### src/design/ccpr_pkg.sv
// shared types, constants and crc helper for the checked packet ring
// no dependencies
`timescale 1ns / 1ps

package ccpr_pkg;

   localparam int MaxSlotsDefault     = 16;
   localparam int MaxSlotBytesDefault = 256;
   localparam int HdrBytes            = 24;
   localparam logic [31:0] CrcPoly    = 32'hEDB8_8320;
   localparam logic [31:0] CrcInit    = 32'hFFFF_FFFF;

   localparam logic [2:0] StOk       = 3'd0;
   localparam logic [2:0] StTooLarge = 3'd1;
   localparam logic [2:0] StFull     = 3'd2;
   localparam logic [2:0] StEmpty    = 3'd3;
   localparam logic [2:0] StCrcSkip  = 3'd4;

   localparam logic [0:0] OpPush = 1'b0;
   localparam logic [0:0] OpPop  = 1'b1;

   localparam logic [0:0] RegSlotCount = 1'b0;
   localparam logic [0:0] RegSlotBytes = 1'b1;

   typedef enum logic [2:0] {
      ST_IDLE,
      ST_PUSH,
      ST_WALK,
      ST_READ,
      ST_FETCH,
      ST_RESP
   } ctrl_state_type;

   // one crc unit step: byte in, eight shift/xor steps
   function automatic logic [31:0] crc_byte(input logic [31:0] crc, input logic [7:0] b);
      logic [31:0] c;
      c = crc ^ {24'd0, b};
      for (int k = 0; k < 8; k++) begin
         c = (c >> 1) ^ (CrcPoly & {32{c[0]}});
      end
      return c;
   endfunction

endpackage

### src/design/ccpr_crc_unit.sv
// crc-32 accumulator for the walk, one byte per cycle while step is high
// depends on ccpr_pkg
`timescale 1ns / 1ps

module ccpr_crc_unit (
   input  logic        clock,
   input  logic        reset,
   input  logic        clear,
   input  logic        step,
   input  logic [7:0]  data,
   output logic [31:0] crc
);

   logic [31:0] crc_ff, crc_in;

   always_comb begin
      crc_in = crc_ff;
      if (clear) begin
         crc_in = ccpr_pkg::CrcInit;
      end else if (step) begin
         crc_in = ccpr_pkg::crc_byte(crc_ff, data);
      end
   end

   always_ff @(posedge clock) begin
      if (reset) begin
         crc_ff <= ccpr_pkg::CrcInit;
      end else begin
         crc_ff <= crc_in;
      end
   end

   assign crc = crc_ff;

endmodule

### config.mk
export PLATFORM = sky130hd
export DESIGN_NAME = ccpr_crc_unit
export DESIGN_NICKNAME = d
export VERILOG_FILES = /design/src/design/ccpr_pkg.sv /design/src/design/ccpr_crc_unit.sv
export SDC_FILE = /design/constraint.sdc
export NUM_CORES = 1
export LEC_CHECK = 0
export ABC_AREA = 0
export BUFFER_PORTS_ARGS = -buffer_cell sky130_fd_sc_hd__clkbuf_2
export CORE_ASPECT_RATIO = 1.25
export CORE_MARGIN = 2
export CORE_UTILIZATION = 54
export CTS_CLUSTER_SIZE = 12
export DETAILED_ROUTE_END_ITERATION = 7
export PLACE_DENSITY = 0.9
export SYNTH_ARGS = -nofsm -noshare
export SYNTH_HDL_FRONTEND = slang
export SYNTH_SLANG_ARGS = --single-unit
export TNS_END_PERCENT = 1
### constraint.sdc
create_clock -name clock -period 2.3 [get_ports clock]
set_input_delay 0.115 -clock clock [delete_from_list [all_inputs] [get_ports clock]]
set_output_delay 0.115 -clock clock [all_outputs]
set_load 0.01 [all_outputs]
==> results of run 1 <==
## logic make-up (layout without fill, tap and decap cells)
logic type	after synthesis	count (layout)	synth area share (%)
buffers and inverters	10	55	1.815
flip-flops	32	32	30.97
AO/OA/AOI/OAI	41	41	11.98
XOR/XNOR	64	64	48.70
AND/OR/NAND/NOR	32	32	6.534
## stage by stage
stage,std cells,instance area [um^2]
6_report,264,2412
5_1_grt,264,2412
4_1_cts,264,2412
3_5_place_dp,256,2322
3_3_place_gp,256,2322
2_1_floorplan,179,2068
## power by group
group | leakage, nW | total [mW] | switching, mW | internal [mW]
Combinational | 0.780 | 0.829 | 0.353 | 0.477
Sequential | 0.263 | 0.652 | 0.0513 | 0.601
Clock | 0.0455 | 0.450 | 0.206 | 0.244
Total | 1.09 | 1.93 | 0.610 | 1.32
## cell usage after synthesis, drive strengths merged
| cell | instances | area share [%] |
|---|---|---|
| xnor2 | 37 | 25 |
| xor3 | 3 | 3.4 |
| clkbuf | 8 | 1.5 |
| o211ai | 11 | 4.0 |
| nor3 | 6 | 1.5 |
| xnor3 | 15 | 17 |
| and3 | 1 | 0.30 |
| a21oi | 14 | 3.4 |
| dfxtp | 32 | 31 |
| o21ai | 13 | 3.1 |
| xor2 | 9 | 3.8 |
| a211o | 1 | 0.42 |
| nand2 | 11 | 2.0 |
| nor2 | 12 | 2.2 |
| inv | 1 | 0.18 |
| or2 | 1 | 0.30 |
| buf | 1 | 0.18 |
| nor2b | 1 | 0.30 |
| a2111o | 1 | 0.54 |
| a21bo | 1 | 0.48 |
## per-layer routing
layer	GRT usage (%)	wire length (um)	share of wire [%]
met3	4.787	255	6.1
met1	26.17	1703	41
met4	7.323	76	1.8
met2	35.65	2134	51
met5	0	0	0
## cell usage in the layout, fill, tap and decap left out, drive strengths merged
cell type and n:
clkbuf 51, xnor2 37, dfxtp 32, xnor3 15
a21oi 14, o21ai 13, nor2 12, nand2 11
o211ai 11, xor2 9, nor3 6, xor3 3
buf 3, inv 1, or2 1, and3 1
a2111o 1, a21bo 1, nor2b 1, a211o 1
## worst min-delay path, cell delays in order
cell,delay [ns]
clkbuf_2,0.08
nor2_1,0.03
buf_4,0.18
o21ai_0,0.07
## final cells by class
cell class,count,area [um^2],area share (%)
flip-flops and latches,32,640.6,26.56
inverters,1,3.754,0.1556
clock buffers,8,90.09,3.734
multi-input cells,137,1390,57.62
well taps,40,50.05,2.075
repair buffers,46,237.7,9.855
## path summary, 6_finish.rpt
kind | endpoint | slack (ns) | cells after the start
worst max-delay path | crc[4] | 0.50 | 5
worst min-delay path | crc[0] | 0.23 | 4
worst max register to register | crc[4] | 0.50 | 5
worst min register to register | crc[30] | 0.52 | 2
==> results_dict.tcl, run 1 <==
set metrics [dict create \
    status "completed" \
    grt_antenna_before_repair 0 \
    overflow 0 \
    grt_max_degree 31 \
    slew_headroom_pct 63.18 \
    ir_worst_vdd_mv 0.3727 \
    end_kind "flip-flop" \
    hold_viol 0 \
    synth.net_count 191 \
    synth_seq_cells 32 \
    path_class "reg -> reg" \
    timing.critical_path.from "crc[2]" \
    nets 235 \
    holdWs_ns 0.2308 \
    clock_sinks 32 \
    drive_above_1_share_pct 29.46 \
    core_area_um2 3722 \
    min_period_ns 1.799 \
    vias 1451 \
    critPathSlowestCell "dfxtp_1" \
    finClkSkew_ns 0.005839 \
    cts_buffer_depth 2 \
    routed_via_density 5.496 \
    tns_ns 0 \
    syn_area_um2 2068 \
    drt_first_pass_iters 4 \
    path_clk_slew_ns 0.07 \
    cts_tree "done" \
    detailedPlace.worstSlack_ns 0.5295 \
    powerDensity_nw_per_um2 800.7 \
    port_buffers 43 \
    die_h_um 73.19 \
    postCtsHoldBufs 0 \
    n_fill_cell 290 \
    ys_seq_area_share_pct 30.97 \
    p_leak_nw 1.088 \
    critPathMaxStageDelay_ns 0.37 \
    final_util_pct 64.81 \
    setup_violations 0 \
    fmax_ghz 0.5558 \
    htreeDepth 2 \
    grt_pass1_wl_um 6658 \
    grt_pass1_vias 1363 \
    ys_types 24 \
    gp_congestion 0.8118 \
    cts_setup_buffers 0 \
    crit_chain "xnor2_4, buf_4, xor2_1, xor3_1, o211ai_1" \
    rows 25 \
    start_util_pct 55.56 \
    reg2reg_from "crc[2]" \
    cpLargestDelayFamily "XOR/XNOR gates" \
    rsz0062_at_grt "no" \
    numCtsBuffers 5 \
    cts_resized 0 \
    max-cap-violations 0 \
    crit_fanout 6 \
    die_w_um 59.36 \
    hold_path_class "in -> reg" \
    ant_nets 0 \
    drc_errors 0 \
    finalPower_mw 1.932 \
    dp_hpwl_um 3029 \
    area_growth_pct 16.64 \
    tightestPinTransition_ns 0.5517 \
    die_area_um2 4344 \
    clkLatencyLatePin_ns 0.29 \
    clock-root-buffer "clkbuf_8" \
    path_buf_inv 1 \
    grt_use_total_pct 21.13 \
    wl_um 4170 \
    avgSynthCellArea_um2 11.55 \
    finalCritPeriodShare_pct 78.22 \
    start_kind "flip-flop" \
    yosysWarnings 0 \
    finalWorstSetupSlack_ns 0.5009 \
    io_pins 44 \
    arrival_ns 2.01 \
    num_antenna_cells 0 \
    synth_cells 179 \
    post_drt_wl_per_cell_um 15.80 \
    drtIter0Drc 47 \
    required_ns 2.51 \
    hp-start "reset" \
    maxSlewViolCount 0 \
    largest_reg_flops 32 \
]
Note: power is estimated with default switching activity, not from simulation.
==> run 2, diff against run 1 <==
==> constraint.sdc (replaced) <==
create_clock -name clock -period 1.8 [get_ports clock]
set_input_delay 0.09 -clock clock [delete_from_list [all_inputs] [get_ports clock]]
set_output_delay 0.09 -clock clock [all_outputs]
set_load 0.01 [all_outputs]
==> results_dict.tcl, run 2 (synthesized netlist as in run 1, its figures left out) <==
set metrics [dict create \
    cpLargestDelayFamily "XOR/XNOR gates" \
    area_growth_pct 22.32 \
    clock-root-buffer "clkbuf_8" \
    cts_buffer_depth 2 \
    maxSlewViolCount 0 \
    num_antenna_cells 0 \
    hold_path_class "in -> reg" \
    die_h_um 73.19 \
    gp_congestion 0.8595 \
    largest_reg_flops 32 \
    r2r_slack_ns 0.06 \
    routed_via_density 5.464 \
    p_comb_share_pct 42.6 \
    final_cell_mix "43 x clkbuf_2, 31 x dfxtp_1, 25 x xnor2_1" \
    crit_chain "xnor2_4, buf_4, xor2_1, xor3_1, o211ai_1" \
    powerDensity_nw_per_um2 1047 \
    crit_path_end "crc[4]" \
    ir_worst_vdd_mv 0.5589 \
    p_sw_uw 817.7 \
    path_clk_slew_ns 0.07 \
    start_kind "flip-flop" \
    met3_wirelength_um 175 \
    design_area_um2 2530 \
    p_seq_share_pct 31.6 \
    clkLatencyLatePin_ns 0.29 \
    rows 25 \
    tightestPinTransition_ns 0.5581 \
    max-cap-violations 0 \
    reg2regPathDepth 5 \
    finalPower_mw 2.649 \
    fmax_ghz 0.5731 \
    drive_above_1_share_pct 33.33 \
    path_class "reg -> reg" \
    drtIter0Drc 34 \
    start_util_pct 55.56 \
    die_area_um2 4344 \
    path_buf_inv 1 \
    cp_num_cells 5 \
    overflow 0 \
    tns_ns 0 \
    setup_violations 0 \
    top_layer "met4" \
    finalCritPeriodShare_pct 96.94 \
    slew_headroom_pct 62.75 \
    reg2reg_from "crc[2]" \
    die_w_um 59.36 \
    p_int_mw 1.831 \
    cts_tree "done" \
    final_util_pct 67.97 \
    sw_frac_of_total_pct 30.87 \
    grt_antenna_before_repair 0 \
    clkPwrFrac_pct 25.8 \
    critPathSlowestCell "dfxtp_1" \
    final_common_cell "clkbuf_2" \
    wl_met2_um 2353 \
    grt_pass1_wl_um 7300 \
    grt_max_degree 20 \
    dp_hpwl_um 3381 \
    nets 245 \
    grt_use_total_pct 23.11 \
    arrival_ns 1.94 \
    met1Wirelength_um 2030 \
    drc_errors 0 \
    end_kind "flip-flop" \
    r2r-end "crc[4]" \
    numCtsBuffers 5 \
    rsz0062_at_grt "no" \
    min_period_ns 1.745 \
    ant_nets 0 \
    htreeDepth 2 \
    vias 1497 \
    finClkSkew_ns 0.006299 \
    port_buffers 43 \
    core_area_um2 3722 \
    io_pins 44 \
    wl_um 4631 \
    post_drt_wl_per_cell_um 16.90 \
    place_area_um2 2410 \
    postCtsHoldBufs 0 \
    clock_sinks 32 \
    critPathMaxStageDelay_ns 0.44 \
    drt_first_pass_iters 4 \
    hold_viol 0 \
    required_ns 2.00 \
    crit_fanout 4 \
    status "completed" \
    holdPathStages 4 \
    p_leak_nw 1.152 \
    grt_pass1_vias 1475 \
    timing.critical_path.from "crc[2]" \
]
-- run 2: cell types whose count changed in the layout (fill, tap and decap cells not counted) --
| cell | delta |
|---|---|
| buf_12 | +1 |
| buf_4 | +9 |
| bufinv_16 | +1 |
| clkbuf_1 | -1 |
| clkbuf_8 | -1 |
| clkinv_2 | +1 |
| dfxtp_1 | -1 |
| dfxtp_2 | +1 |
| xnor2_2 | -1 |
| xnor2_4 | +1 |
-- run 2: worst min-delay path, cell delays in order --
cell	delay, ns
clkbuf_2	0.08
nor2_1	0.03
buf_4	0.18
o21ai_0	0.08
-- run 2: area by class of cell --
class	instances	area (um^2)
multi-input combinational	137	1401
clock buffer	6	72.57
fill	278	1192
inverter	1	3.754
tap	40	50.05
timing repair buffer	56	325.3
sequential	32	641.9
clock inverter	2	35.03
-- run 2: layer usage --
| layer | vias to the layer above | global-route usage [%] |
|---|---|---|
| met5 | - | 0 |
| met4 | 0 | 8.081 |
| met3 | 7 | 4.610 |
| met2 | 41 | 38.10 |
| met1 | 726 | 29.86 |
| li1 | 723 | - |
-- run 2: power groups by stage --
stage / sequential (mW) / combinational, mW / clock (mW)
after floorplan: 0.868 / 0.826 / 0
after global placement: 0.849 / 1.08 / 0
after detailed placement: 0.851 / 1.11 / 0
after CTS: 0.836 / 1.12 / 0.687
after global routing: 0.843 / 1.20 / 0.720
final: 0.836 / 1.13 / 0.684
-- run 2: worst min path at each step --
stage          slack (ns)      end  startpoint
5_1_grt              0.24  crc[31]       reset
6_report             0.22   crc[9]       reset
4_1_cts              0.21  crc[31]       reset
3_3_place_gp         0.49  crc[13]     crc[13]
2_1_floorplan        0.24   crc[0]       reset
3_5_place_dp         0.51  crc[11]       reset
-- run 2: stage by stage --
step                      hold WS (ns)  worst slack (ns)  instances
after floorplan                 0.2425           0.05649        179
after global placement          0.4875           0.05200        266
after detailed placement        0.5109           0.01997        266
after CTS                       0.2101          0.005842        274
after global routing            0.2363         0.0006342        274
final                           0.2173           0.05510        274
-- run 2: timing repair --
| action | 4_1_cts | 5_1_grt |
|---|---|---|
| gates resized for setup | 0 | 2 |
| setup buffers | 0 | 0 |
| setup endpoints to repair | 0 | 3 |
